File: config.mk
export PLATFORM = sky130hd
export DESIGN_NAME = framed_command_receiver_flat
export DESIGN_NICKNAME = d
export VERILOG_FILES = /design/src/hdl/fcr_pkg.sv /design/src/hdl/fcr_ifs.sv /design/src/hdl/framed_command_receiver.sv /design/src/flat_wrapper.sv
export SDC_FILE = /design/constraint.sdc
export NUM_CORES = 1
export LEC_CHECK = 0
export BUFFER_PORTS_ARGS = -buffer_cell sky130_fd_sc_hd__buf_4
export CAP_MARGIN = 25
export CORE_MARGIN = 5
export CORE_UTILIZATION = 45
export CTS_CLUSTER_DIAMETER = 40
export DETAILED_ROUTE_END_ITERATION = 8
export GPL_ROUTABILITY_DRIVEN = 0
export GPL_TIMING_DRIVEN = 1
export PLACE_DENSITY = 0.66
export SYNTH_ARGS = -nofsm -noshare
export SYNTH_HDL_FRONTEND = slang
export SYNTH_SLANG_ARGS = --single-unit
File: constraint.sdc
create_clock -name clk_i -period 6.34 [get_ports clk_i]
set_input_delay 0.317 -clock clk_i [delete_from_list [all_inputs] [get_ports clk_i]]
set_output_delay 0.317 -clock clk_i [all_outputs]
set_load 0.05 [all_outputs]
File: src/hdl/fcr_pkg.sv
package fcr_pkg;

  // Configuration register indexes
  localparam int unsigned CFG_IDX_W = 1;
  localparam logic [CFG_IDX_W-1:0] CFG_SYNC_FIRST  = 1'b0;
  localparam logic [CFG_IDX_W-1:0] CFG_SYNC_SECOND = 1'b1;

  localparam logic [7:0] SYNC_FIRST_RST  = 8'hA5;
  localparam logic [7:0] SYNC_SECOND_RST = 8'h5A;

  // CRC-8, MSB first
  localparam logic [7:0] CRC_POLY = 8'h07;

  // Valve positions wrap at six; reciprocal for the remainder
  localparam int unsigned VALVE_COUNT = 6;
  localparam logic [16:0] VALVE_RECIP = 17'((65536 + VALVE_COUNT - 1) / VALVE_COUNT);

  // Command codes
  localparam logic [7:0] CMD_START    = 8'h81;
  localparam logic [7:0] CMD_STOP     = 8'h82;
  localparam logic [7:0] CMD_CHANNEL  = 8'h83;
  localparam logic [7:0] CMD_OVERTONE = 8'h84;
  localparam logic [7:0] CMD_TEMP     = 8'h85;
  localparam logic [7:0] CMD_PUMP     = 8'h86;
  localparam logic [7:0] CMD_VALVE    = 8'h87;
  localparam logic [7:0] CMD_CALIB    = 8'h88;
  localparam logic [7:0] CMD_EXPER    = 8'h89;
  localparam logic [7:0] CMD_STATUS   = 8'h8A;
  localparam logic [7:0] CMD_PARAMS   = 8'h8B;
  localparam logic [7:0] CMD_LINK     = 8'h8C;

  typedef enum logic [2:0] {
    PH_SYNC1,
    PH_SYNC2,
    PH_CMD,
    PH_LEN,
    PH_DATA,
    PH_CRC
  } phase_e;

  typedef enum logic [3:0] {
    EV_NONE,
    EV_START,
    EV_STOP,
    EV_CHANNEL,
    EV_OVERTONE,
    EV_TEMP,
    EV_PUMP,
    EV_VALVE,
    EV_CALIB,
    EV_EXPER,
    EV_STATUS,
    EV_PARAMS
  } event_e;

  typedef struct packed {
    logic        channel;
    logic [2:0]  overtone;
    logic        run_sweep;
    logic [31:0] temp;
    logic [31:0] pump;
    logic [2:0]  valve;
    logic [31:0] duration;
    logic [7:0]  link;
  } settings_t;

  function automatic logic [7:0] crc8_byte(logic [7:0] crc, logic [7:0] b);
    logic [7:0] c;
    c = crc ^ b;
    for (int k = 0; k < 8; k++) begin
      if (c[7]) begin
        c = {c[6:0], 1'b0} ^ CRC_POLY;
      end else begin
        c = {c[6:0], 1'b0};
      end
    end
    return c;
  endfunction

  // Remainder of a byte by a small count (1..8); recip is ceil(2^16 / n)
  function automatic logic [2:0] mod_small(logic [7:0] b, logic [3:0] n, logic [16:0] recip);
    logic [24:0] prod;
    logic [7:0]  q;
    logic [11:0] qn;
    prod = 25'(b) * 25'(recip);
    q    = prod[23:16];
    qn   = 12'(q) * 12'(n);
    return 3'(b - qn[7:0]);
  endfunction

endpackage

File: src/hdl/fcr_ifs.sv
interface fcr_rx_if import fcr_pkg::*; ();
  logic       valid;
  logic       ready;
  logic [7:0] rx_byte;

  modport source (output valid, output rx_byte, input ready);
  modport sink   (input valid, input rx_byte, output ready);
endinterface

interface fcr_res_if import fcr_pkg::*; ();
  logic        valid;
  logic        ready;
  logic        crc_ok;
  logic [3:0]  event_res;
  logic        channel;
  logic [2:0]  overtone;
  logic        run_sweep;
  logic [31:0] target_temp_bits;
  logic [31:0] pump_rate_bits;
  logic [2:0]  valve_position;
  logic [31:0] duration_seconds;
  logic [7:0]  link_connected;

  modport source (
    output valid, output crc_ok, output event_res, output channel, output overtone,
    output run_sweep, output target_temp_bits, output pump_rate_bits,
    output valve_position, output duration_seconds, output link_connected,
    input ready
  );
  modport sink (
    input valid, input crc_ok, input event_res, input channel, input overtone,
    input run_sweep, input target_temp_bits, input pump_rate_bits,
    input valve_position, input duration_seconds, input link_connected,
    output ready
  );
endinterface

File: src/hdl/framed_command_receiver.sv
// Channel  Dir  Handshake          Word
// rx_i     in   valid/ready        rx_byte: one received byte
// res_o    out  valid/ready        CRC status, event code, current settings
// cfg      in   cfg_we_i (no wait) cfg_idx_i selects sync_first / sync_second
//
// One byte is taken per cycle; tracker, CRC-8 update and command decode all
// settle in the cycle the byte is accepted.
// A result appears in the cycle after its CRC byte is accepted and holds in the
// output register until taken; only a CRC byte waits behind a full register.
// Reset (rst_ni low, async) starts the sync hunt with all settings zero and
// the sync bytes at 0xA5 / 0x5A.
module framed_command_receiver import fcr_pkg::*; #(
  parameter int unsigned MAX_LEN        = 250,
  parameter int unsigned OVERTONE_COUNT = 6
) (
  input  logic                 clk_i,
  input  logic                 rst_ni,
  input  logic                 cfg_we_i,
  input  logic [CFG_IDX_W-1:0] cfg_idx_i,
  input  logic [7:0]           cfg_wdata_i,
  fcr_rx_if.sink               rx_i,
  fcr_res_if.source            res_o
);

  localparam logic [7:0]  MaxLen        = 8'(MAX_LEN);
  localparam logic [3:0]  OvertoneN     = 4'(OVERTONE_COUNT);
  localparam logic [16:0] OvertoneRecip =
    17'((65536 + OVERTONE_COUNT - 1) / OVERTONE_COUNT);
  localparam logic [3:0]  ValveN        = 4'(VALVE_COUNT);

  // Configuration
  logic [7:0] sync_first_q, sync_second_q;

  // Frame tracker
  phase_e     phase_q, phase_d;
  logic [7:0] cmd_q, cmd_d;
  logic [7:0] len_q, len_d;
  logic [2:0] cnt_q, cnt_d;    // payload bytes seen, saturates at four
  logic [7:0] crc_q, crc_d;
  logic [31:0] word_q, word_d;

  // Settings
  settings_t set_q, set_d;

  // Output register
  logic      res_valid_q;
  logic      res_ok_q;
  event_e    res_event_q;
  settings_t res_set_q;

  logic       accept;
  logic       res_load;
  logic       crc_match;
  event_e     ev;
  logic [7:0] b;
  logic [7:0] ot_src;
  logic [2:0] ot_mod, valve_mod;

  assign b = rx_i.rx_byte;

  // Only a CRC byte makes a result, so only it waits for a free output register
  assign rx_i.ready = !res_valid_q || res_o.ready || (phase_q != PH_CRC);
  assign accept     = rx_i.valid && rx_i.ready;
  assign res_load   = accept && (phase_q == PH_CRC);
  assign crc_match  = (b == crc_q);

  // Configuration writes
  always_ff @(posedge clk_i or negedge rst_ni) begin
    if (!rst_ni) begin
      sync_first_q  <= SYNC_FIRST_RST;
      sync_second_q <= SYNC_SECOND_RST;
    end else if (cfg_we_i) begin
      case (cfg_idx_i)
        CFG_SYNC_FIRST:  sync_first_q  <= cfg_wdata_i;
        CFG_SYNC_SECOND: sync_second_q <= cfg_wdata_i;
        default: ;
      endcase
    end
  end

  // Next phase
  always_comb begin
    phase_d = phase_q;
    if (accept) begin
      case (phase_q)
        PH_SYNC2: begin
          if (b == sync_second_q) begin
            phase_d = PH_CMD;
          end else if (b == sync_first_q) begin
            phase_d = PH_SYNC2;
          end else begin
            phase_d = PH_SYNC1;
          end
        end
        PH_CMD: phase_d = PH_LEN;
        PH_LEN: begin
          if (b > MaxLen) begin
            phase_d = PH_SYNC1;    // drop oversized frame
          end else if (b != 8'd0) begin
            phase_d = PH_DATA;
          end else begin
            phase_d = PH_CRC;
          end
        end
        PH_DATA: phase_d = (len_q == 8'd1) ? PH_CRC : PH_DATA;
        PH_CRC:  phase_d = PH_SYNC1;  // hunt again, no rescan
        default: phase_d = (b == sync_first_q) ? PH_SYNC2 : PH_SYNC1;
      endcase
    end
  end

  // Remainders for overtone and valve selections
  assign ot_src    = (cmd_q == CMD_START) ? word_q[15:8] : word_q[7:0];
  assign ot_mod    = mod_small(ot_src, OvertoneN, OvertoneRecip);
  assign valve_mod = mod_small(word_q[7:0], ValveN, VALVE_RECIP);

  // Frame datapath and command decode
  always_comb begin
    cmd_d  = cmd_q;
    len_d  = len_q;
    cnt_d  = cnt_q;
    crc_d  = crc_q;
    word_d = word_q;
    set_d  = set_q;
    ev     = EV_NONE;
    if (accept) begin
      case (phase_q)
        PH_CMD: begin
          cmd_d = b;
          crc_d = crc8_byte(8'd0, b);
        end
        PH_LEN: begin
          if (b <= MaxLen) begin
            crc_d  = crc8_byte(crc_q, b);
            len_d  = b;
            cnt_d  = 3'd0;
            word_d = '0;
          end
        end
        PH_DATA: begin
          crc_d = crc8_byte(crc_q, b);
          if (cnt_q != 3'd4) begin
            word_d[{cnt_q[1:0], 3'b000} +: 8] = b;
            cnt_d = cnt_q + 3'd1;
          end
          len_d = len_q - 8'd1;
        end
        PH_CRC: begin
          if (crc_match) begin
            case (cmd_q)
              CMD_START: begin
                ev = EV_START;
                if (cnt_q >= 3'd1) set_d.channel   = word_q[0];
                if (cnt_q >= 3'd2) set_d.overtone  = ot_mod;
                if (cnt_q >= 3'd3) set_d.run_sweep = word_q[16];
              end
              CMD_STOP: ev = EV_STOP;
              CMD_CHANNEL: begin
                ev = EV_CHANNEL;
                if (cnt_q >= 3'd1) set_d.channel = word_q[0];
              end
              CMD_OVERTONE: begin
                ev = EV_OVERTONE;
                if (cnt_q >= 3'd1) set_d.overtone = ot_mod;
              end
              CMD_TEMP: begin
                ev = EV_TEMP;
                if (cnt_q == 3'd4) set_d.temp = word_q;
              end
              CMD_PUMP: begin
                ev = EV_PUMP;
                if (cnt_q == 3'd4) set_d.pump = word_q;
              end
              CMD_VALVE: begin
                ev = EV_VALVE;
                if (cnt_q >= 3'd1) set_d.valve = valve_mod;
              end
              CMD_CALIB: ev = EV_CALIB;
              CMD_EXPER: begin
                ev = EV_EXPER;
                if (cnt_q == 3'd4) set_d.duration = word_q;
              end
              CMD_STATUS: ev = EV_STATUS;
              CMD_PARAMS: ev = EV_PARAMS;   // report only, no settings copy
              CMD_LINK: begin
                if (cnt_q >= 3'd1) set_d.link = word_q[7:0];
              end
              default: ev = EV_NONE;
            endcase
          end
        end
        default: ;
      endcase
    end
  end

  always_ff @(posedge clk_i or negedge rst_ni) begin
    if (!rst_ni) begin
      phase_q <= PH_SYNC1;
      cmd_q   <= '0;
      len_q   <= '0;
      cnt_q   <= '0;
      crc_q   <= '0;
      word_q  <= '0;
      set_q   <= '0;
    end else begin
      phase_q <= phase_d;
      cmd_q   <= cmd_d;
      len_q   <= len_d;
      cnt_q   <= cnt_d;
      crc_q   <= crc_d;
      word_q  <= word_d;
      set_q   <= set_d;
    end
  end

  // Output register: load on the CRC byte, drop when taken
  always_ff @(posedge clk_i or negedge rst_ni) begin
    if (!rst_ni) begin
      res_valid_q <= 1'b0;
    end else if (res_load) begin
      res_valid_q <= 1'b1;
    end else if (res_o.ready) begin
      res_valid_q <= 1'b0;
    end
  end

  always_ff @(posedge clk_i) begin
    if (res_load) begin
      res_ok_q    <= crc_match;
      res_event_q <= ev;
      res_set_q   <= set_d;
    end
  end

  assign res_o.valid            = res_valid_q;
  assign res_o.crc_ok           = res_ok_q;
  assign res_o.event_res        = res_event_q;
  assign res_o.channel          = res_set_q.channel;
  assign res_o.overtone         = res_set_q.overtone;
  assign res_o.run_sweep        = res_set_q.run_sweep;
  assign res_o.target_temp_bits = res_set_q.temp;
  assign res_o.pump_rate_bits   = res_set_q.pump;
  assign res_o.valve_position   = res_set_q.valve;
  assign res_o.duration_seconds = res_set_q.duration;
  assign res_o.link_connected   = res_set_q.link;

  // Checks
  a_crc_byte_loads_result: assert property (@(posedge clk_i) disable iff (!rst_ni)
    res_load |=> res_valid_q)
    else $error("result not loaded after CRC byte");

  a_crc_byte_restarts_hunt: assert property (@(posedge clk_i) disable iff (!rst_ni)
    res_load |=> (phase_q == PH_SYNC1))
    else $error("hunt not restarted after CRC byte");

  a_bad_crc_no_event: assert property (@(posedge clk_i) disable iff (!rst_ni)
    (res_valid_q && !res_ok_q) |-> (res_event_q == EV_NONE))
    else $error("event reported for a discarded frame");

  a_settings_only_on_good_crc: assert property (@(posedge clk_i) disable iff (!rst_ni)
    !(res_load && crc_match) |=> (set_q == $past(set_q)))
    else $error("settings changed without a good frame");

endmodule

File: src/flat_wrapper.sv
// flat-port wrapper written by rule: the top's interface ports become plain ports
module framed_command_receiver_flat import fcr_pkg::*;
#(
  parameter int unsigned MAX_LEN        = 250,
  parameter int unsigned OVERTONE_COUNT = 6
)
  (clk_i, rst_ni, cfg_we_i, cfg_idx_i, cfg_wdata_i, rx_i_valid, rx_i_rx_byte, rx_i_ready, res_o_valid, res_o_crc_ok, res_o_event_res, res_o_channel, res_o_overtone, res_o_run_sweep, res_o_target_temp_bits, res_o_pump_rate_bits, res_o_valve_position, res_o_duration_seconds, res_o_link_connected, res_o_ready);
  fcr_rx_if rx_i_i ();
  fcr_res_if res_o_i ();
  input  logic clk_i;
  input  logic rst_ni;
  input  logic cfg_we_i;
  input  logic [CFG_IDX_W-1:0] cfg_idx_i;
  input  logic [7:0] cfg_wdata_i;
  input wire logic [$bits(rx_i_i.valid)-1:0] rx_i_valid;
  input wire logic [$bits(rx_i_i.rx_byte)-1:0] rx_i_rx_byte;
  output wire logic [$bits(rx_i_i.ready)-1:0] rx_i_ready;
  output wire logic [$bits(res_o_i.valid)-1:0] res_o_valid;
  output wire logic [$bits(res_o_i.crc_ok)-1:0] res_o_crc_ok;
  output wire logic [$bits(res_o_i.event_res)-1:0] res_o_event_res;
  output wire logic [$bits(res_o_i.channel)-1:0] res_o_channel;
  output wire logic [$bits(res_o_i.overtone)-1:0] res_o_overtone;
  output wire logic [$bits(res_o_i.run_sweep)-1:0] res_o_run_sweep;
  output wire logic [$bits(res_o_i.target_temp_bits)-1:0] res_o_target_temp_bits;
  output wire logic [$bits(res_o_i.pump_rate_bits)-1:0] res_o_pump_rate_bits;
  output wire logic [$bits(res_o_i.valve_position)-1:0] res_o_valve_position;
  output wire logic [$bits(res_o_i.duration_seconds)-1:0] res_o_duration_seconds;
  output wire logic [$bits(res_o_i.link_connected)-1:0] res_o_link_connected;
  input wire logic [$bits(res_o_i.ready)-1:0] res_o_ready;
  assign rx_i_i.valid = rx_i_valid;
  assign rx_i_i.rx_byte = rx_i_rx_byte;
  assign rx_i_ready = rx_i_i.ready;
  assign res_o_valid = res_o_i.valid;
  assign res_o_crc_ok = res_o_i.crc_ok;
  assign res_o_event_res = res_o_i.event_res;
  assign res_o_channel = res_o_i.channel;
  assign res_o_overtone = res_o_i.overtone;
  assign res_o_run_sweep = res_o_i.run_sweep;
  assign res_o_target_temp_bits = res_o_i.target_temp_bits;
  assign res_o_pump_rate_bits = res_o_i.pump_rate_bits;
  assign res_o_valve_position = res_o_i.valve_position;
  assign res_o_duration_seconds = res_o_i.duration_seconds;
  assign res_o_link_connected = res_o_i.link_connected;
  assign res_o_i.ready = res_o_ready;
  framed_command_receiver #(.MAX_LEN(MAX_LEN), .OVERTONE_COUNT(OVERTONE_COUNT)) u_core (.clk_i(clk_i), .rst_ni(rst_ni), .cfg_we_i(cfg_we_i), .cfg_idx_i(cfg_idx_i), .cfg_wdata_i(cfg_wdata_i), .rx_i(rx_i_i), .res_o(res_o_i));
endmodule
==> flow_summary.html <==
<table>
<tr><th>Metric</th><th>Value</th></tr>
<tr><th colspan="2">STA</th></tr>
<tr><td>Slew Limit Headroom</td><td>roughly a third</td></tr>
<tr><td>Worst clock skew</td><td>about 0.017 ns</td></tr>
<tr><td>Maximum clock frequency</td><td>164.2 MHz</td></tr>
<tr><td>Final setup violation count</td><td>0</td></tr>
<tr><td>Number of hold-slack violations in the final timing report</td><td>0</td></tr>
<tr><td>Final max-slew violation count</td><td>0</td></tr>
<tr><td>Setup slack after layout</td><td>roughly 0.25 ns</td></tr>
<tr><td>Final worst-path cycle share</td><td>between 90% and 100%</td></tr>
<tr><td>Slew at the pin closest to its max-slew limit</td><td>around 1 ns</td></tr>
<tr><td>Final Critical Period</td><td>6.091 ns</td></tr>
<tr><th colspan="2">Synth</th></tr>
<tr><td>Number of distinct library cells after synthesis</td><td>55</td></tr>
<tr><td>Synth Cell Area</td><td>roughly 0.015 sq mm</td></tr>
<tr><td>Synthesized flop and latch total</td><td>about 300</td></tr>
<tr><td>Sequential cell area fraction in the yosys report</td><td>57.21%</td></tr>
<tr><td>Most used standard cell by instance count after synthesis</td><td>dfrtp_1</td></tr>
<tr><td>Predominant post-synthesis flop cell</td><td>dfrtp_1</td></tr>
<tr><td>Number of nets produced by synthesis</td><td>around 1.3k</td></tr>
<tr><td>Synth Area per Inst</td><td>around 13 sq um</td></tr>
<tr><td>Gate Count Post-Synth</td><td>between 1k and 1.5k</td></tr>
<tr><td>Biggest area consumer among synthesized cells</td><td>dfrtp_1</td></tr>
<tr><td>Synth top area share</td><td>31.55%</td></tr>
<tr><td>Top cells by instance count after synthesis</td><td>183 x dfrtp_1, 117 x edfxtp_1, 113 x nand2_1, 101 x mux2_2, 93 x ha_1</td></tr>
<tr><td>Number of flops mapped to enable cells by yosys</td><td>about 120</td></tr>
<tr><td>Fraction of synthesis flops using an asynchronous set or reset pin</td><td>roughly 62%</td></tr>
<tr><td>Biggest area contributors in the synthesized netlist</td><td>dfrtp_1 32%, edfxtp_1 24%, ha_1 8.0%</td></tr>
<tr><td>Number of warning messages in the yosys log</td><td>0</td></tr>
<tr><th colspan="2">Worst setup path</th></tr>
<tr><td>CP arrival</td><td>about 6.4 ns</td></tr>
<tr><td>Endpoint of the most critical register-to-register path</td><td>u_core.res_o.overtone[2]</td></tr>
<tr><td>Worst setup path category</td><td>register to register</td></tr>
<tr><td>Kind of end point of the critical path</td><td>register</td></tr>
<tr><td>Required time at the worst-slack endpoint</td><td>roughly 6.6 ns</td></tr>
<tr><td>Startpoint of the lowest-slack register-to-register path</td><td>u_core.cmd_q[4]</td></tr>
<tr><td>Worst Reg2Reg Path Length in Cells</td><td>26</td></tr>
<tr><td>Critical path startpoint category</td><td>register</td></tr>
<tr><td>Largest driver fanout on the critical path</td><td>6</td></tr>
<tr><td>Worst reg2reg setup slack</td><td>about 0.25 ns</td></tr>
<tr><th colspan="2">Outcome</th></tr>
<tr><td>Status</td><td>finished clean</td></tr>
<tr><th colspan="2">Clocking</th></tr>
<tr><td>CTS root buf</td><td>clkbuf_16</td></tr>
<tr><td>Clk Latency, worst-skew pair</td><td>0.54 ns</td></tr>
<tr><td>TritonCTS clock tree</td><td>yes</td></tr>
<tr><td>Clock-pin slew of the registers on the worst-case setup and hold paths</td><td>~0.060 ns</td></tr>
<tr><td>CTS H-Tree Depth</td><td>2</td></tr>
<tr><td>Clock buffers created by TritonCTS</td><td>40</td></tr>
<tr><td>Sinks on Clock Net</td><td>roughly 300</td></tr>
<tr><td>Largest buffer count on any clock path</td><td>3</td></tr>
<tr><th colspan="2">Floorplanning</th></tr>
<tr><td>Io pins</td><td>around 140</td></tr>
<tr><td>Starting density of the core</td><td>between 40% and 50%</td></tr>
<tr><td>Height of the chip</td><td>189.6 um</td></tr>
<tr><td>Core ar.</td><td>between 0.03 and 0.04 sq mm</td></tr>
<tr><td>Horiz. Die Dim</td><td>around 190 um</td></tr>
<tr><td>Row Count</td><td>65</td></tr>
<tr><td>Die ar.</td><td>0.03594 sq mm</td></tr>
<tr><th colspan="2">GRT</th></tr>
<tr><td>Via count of the first global-routing pass</td><td>a little over 9k</td></tr>
<tr><td>Pin count of the biggest net entering global routing</td><td>72</td></tr>
<tr><td>First-pass GRT wire length</td><td>50430 um</td></tr>
<tr><td>Overall track demand over capacity in global routing</td><td>17.44%</td></tr>
<tr><td>Number of antenna violations at the first check in global routing</td><td>0</td></tr>
<tr><td>Global route overflow</td><td>0</td></tr>
<tr><th colspan="2">Routing</th></tr>
<tr><td>Drt total wl</td><td>about 31000 um</td></tr>
<tr><td>TritonRoute pass-1 iters</td><td>4</td></tr>
<tr><td>Residual DRC</td><td>0</td></tr>
<tr><td>Vias per cell</td><td>about 5</td></tr>
<tr><td>Remaining antenna violation count after routing</td><td>0</td></tr>
<tr><td>Average wire per cell in the routed design</td><td>approximately 18 um</td></tr>
<tr><td>Routed via count</td><td>about 9k</td></tr>
<tr><td>Drt initial violations</td><td>approximately 460</td></tr>
<tr><th colspan="2">Place</th></tr>
<tr><td>Post-detailed-placement cell area</td><td>0.01612 sq mm</td></tr>
<tr><td>Post-detailed-placement half-perimeter wirelength</td><td>21410 um</td></tr>
<tr><td>Minimum setup slack after placement</td><td>-0.05072 ns</td></tr>
<tr><td>Count of input and output buffers</td><td>140</td></tr>
<tr><td>Total placed cells including tap cells</td><td>between 1.5k and 2k</td></tr>
<tr><th colspan="2">Layout</th></tr>
<tr><td>Finished layout cell area</td><td>between 0.015 and 0.02 sq mm</td></tr>
<tr><td>Growth of design area from synthesis to finish</td><td>21.89%</td></tr>
<tr><td>Diode insertion count for antenna repair</td><td>0</td></tr>
<tr><td>Filler-free cell count of the finished design</td><td>~1.7k</td></tr>
<tr><td>Filler cell count</td><td>around 2.6k</td></tr>
<tr><td>Post-layout net count</td><td>1433</td></tr>
<tr><td>Fraction of final layout cells with drive strength greater than 1</td><td>between 20% and 30%</td></tr>
<tr><th colspan="2">Hold path</th></tr>
<tr><td>Hold path endpoint</td><td>u_core.sync_second_q[3]</td></tr>
<tr><td>Min-Delay Path Depth</td><td>2</td></tr>
<tr><td>Path type of the worst min-delay path</td><td>input pin to register</td></tr>
<tr><td>Hold Crit Start</td><td>cfg_wdata_i[3]</td></tr>
<tr><th colspan="2">Power</th></tr>
<tr><td>Max VDD drop</td><td>between 200 and 250 uV</td></tr>
<tr><td>Clock network fraction of total power</td><td>a little over two fifths</td></tr>
<tr><td>Static Leakage</td><td>0.008461 uW</td></tr>
<tr><td>Share of power burned in combinational logic</td><td>16.1%</td></tr>
<tr><td>Cell internal pwr</td><td>3905 uW</td></tr>
<tr><td>Sw power</td><td>approximately 1500 uW</td></tr>
<tr><td>Switch share</td><td>between 20% and 30%</td></tr>
<tr><td>Part of the total power dissipated in sequential elements</td><td>42.1%</td></tr>
<tr><td>P per Cell Area</td><td>approximately 300 mW/mm^2</td></tr>
<tr><th colspan="2">Flow run</th></tr>
<tr><td>Max-cap violations</td><td>0</td></tr>
</table>
[power by group through the flow]
stage	clock, uW	sequential [uW]	combinational (uW)
after global routing	2410	2280	997
final	2250	2270	867
after detailed placement	0	2300	837
after global placement	0	2300	806
after floorplan	0	2270	629
after CTS	2310	2270	843
[cell usage in the layout (no fill, tap or decap), drive strengths merged, types with 24 or more instances in the layout]
cell type	synthesis	final
nand2	113	113
dfrtp	183	183
mux2	136	136
o21ai	74	74
buf	17	167
xnor2	50	50
clkbuf	22	48
fa	32	32
ha	93	93
edfxtp	117	117
inv	82	87
a21oi	24	24
nor2	35	35
[how the worst max path moves through the flow]
stage                     from                        to  cells after the start
2_1_floorplan  u_core.cmd_q[6]  u_core.res_o.overtone[2]                     25
3_3_place_gp   u_core.cmd_q[6]  u_core.res_o.overtone[2]                     25
3_5_place_dp   u_core.cmd_q[6]  u_core.res_o.overtone[2]                     25
4_1_cts        u_core.cmd_q[6]  u_core.res_o.overtone[2]                     25
5_1_grt        u_core.cmd_q[4]  u_core.res_o.overtone[2]                     26
6_report       u_core.cmd_q[4]  u_core.res_o.overtone[2]                     26
[cell type report]
cell class | count | area [sq um] | area share [%]
sequential | 308 | 8303 | 46.94
timing repair buffer | 169 | 1339 | 7.568
tap | 402 | 503.0 | 2.843
inverter | 82 | 307.8 | 1.740
multi-input combinational | 685 | 5869 | 33.18
clock buffer | 47 | 1080 | 6.104
clock inverter | 27 | 287.8 | 1.627
[through the flow]
stage | total power (uW) | hold WS [ns] | setup TNS (ns) | util (%)
2_1_floorplan | 2904 | 0.02141 | 0 | -
3_3_place_gp | 3105 | 0.3375 | 0 | 50.64
3_5_place_dp | 3138 | 0.3307 | -0.05072 | 50.83
4_1_cts | 5420 | 0.003333 | 0 | 55.19
5_1_grt | 5684 | 0.008188 | -0.02665 | 55.77
6_report | 5389 | 0.02871 | 0 | 55.77
[registers in the layout, indices dropped and copies added, names as in the netlist, 32 cells and up]
name / cells
u_core.res_o.duration_seconds: 32
u_core.res_o.pump_rate_bits: 32
u_core.res_o.target_temp_bits: 32
u_core.set_q: 112
u_core.word_q: 32
[critical path, cell delays in order (launching register included)]
cell      delay [ns]
dfrtp_1         0.39
or4b_4          0.57
nor4_4          0.23
buf_6           0.17
mux2_4          0.33
ha_4            0.28
inv_1           0.05
fa_1            0.48
inv_2           0.04
fa_1            0.47
inv_1           0.05
fa_1            0.49
inv_2           0.05
ha_4            0.28
buf_6           0.10
nand3_2         0.06
a311oi_2        0.30
o31ai_2         0.12
nor2b_2         0.17
xnor2_1         0.17
ha_2            0.20
xor2_1          0.17
xnor2_1         0.15
xnor2_1         0.15
xnor2_1         0.15
xnor2_1         0.14
o21ai_1         0.10
[cells by family (layout without fill, tap and decap cells)]
group | Yosys count | in the layout | synth area share [%]
xor+xnor | 62 | 62 | 3.742
mux | 137 | 137 | 10.62
fa+ha+maj | 125 | 125 | 12.43
simple gates | 225 | 225 | 7.216
buf+inv | 121 | 325 | 3.293
compound gates | 136 | 136 | 5.483
flops | 308 | 308 | 57.21
[timing repair]
| item | 4_1_cts | 5_1_grt |
|---|---|---|
| buffers inserted | 0 | 7 |
| setup endpoints to repair | 1 | 2 |
| resized for setup | 1 | 23 |
| pin swaps | 0 | 23 |
| endpoints found under the hold margin | 60 | 0 |
| hold buffers | 1 | 0 |
[metal layers]
| layer | global-route usage, % | part of all wire, % | vias up |
|---|---|---|---|
| li1 | - | - | 4239 |
| met1 | 24.04 | 45 | 4429 |
| met2 | 29.12 | 49 | 151 |
| met3 | 3.028 | 3.9 | 39 |
| met4 | 4.174 | 1.6 | 0 |
| met5 | 0 | 0 | - |
Note: power is estimated with default switching activity, not from simulation.
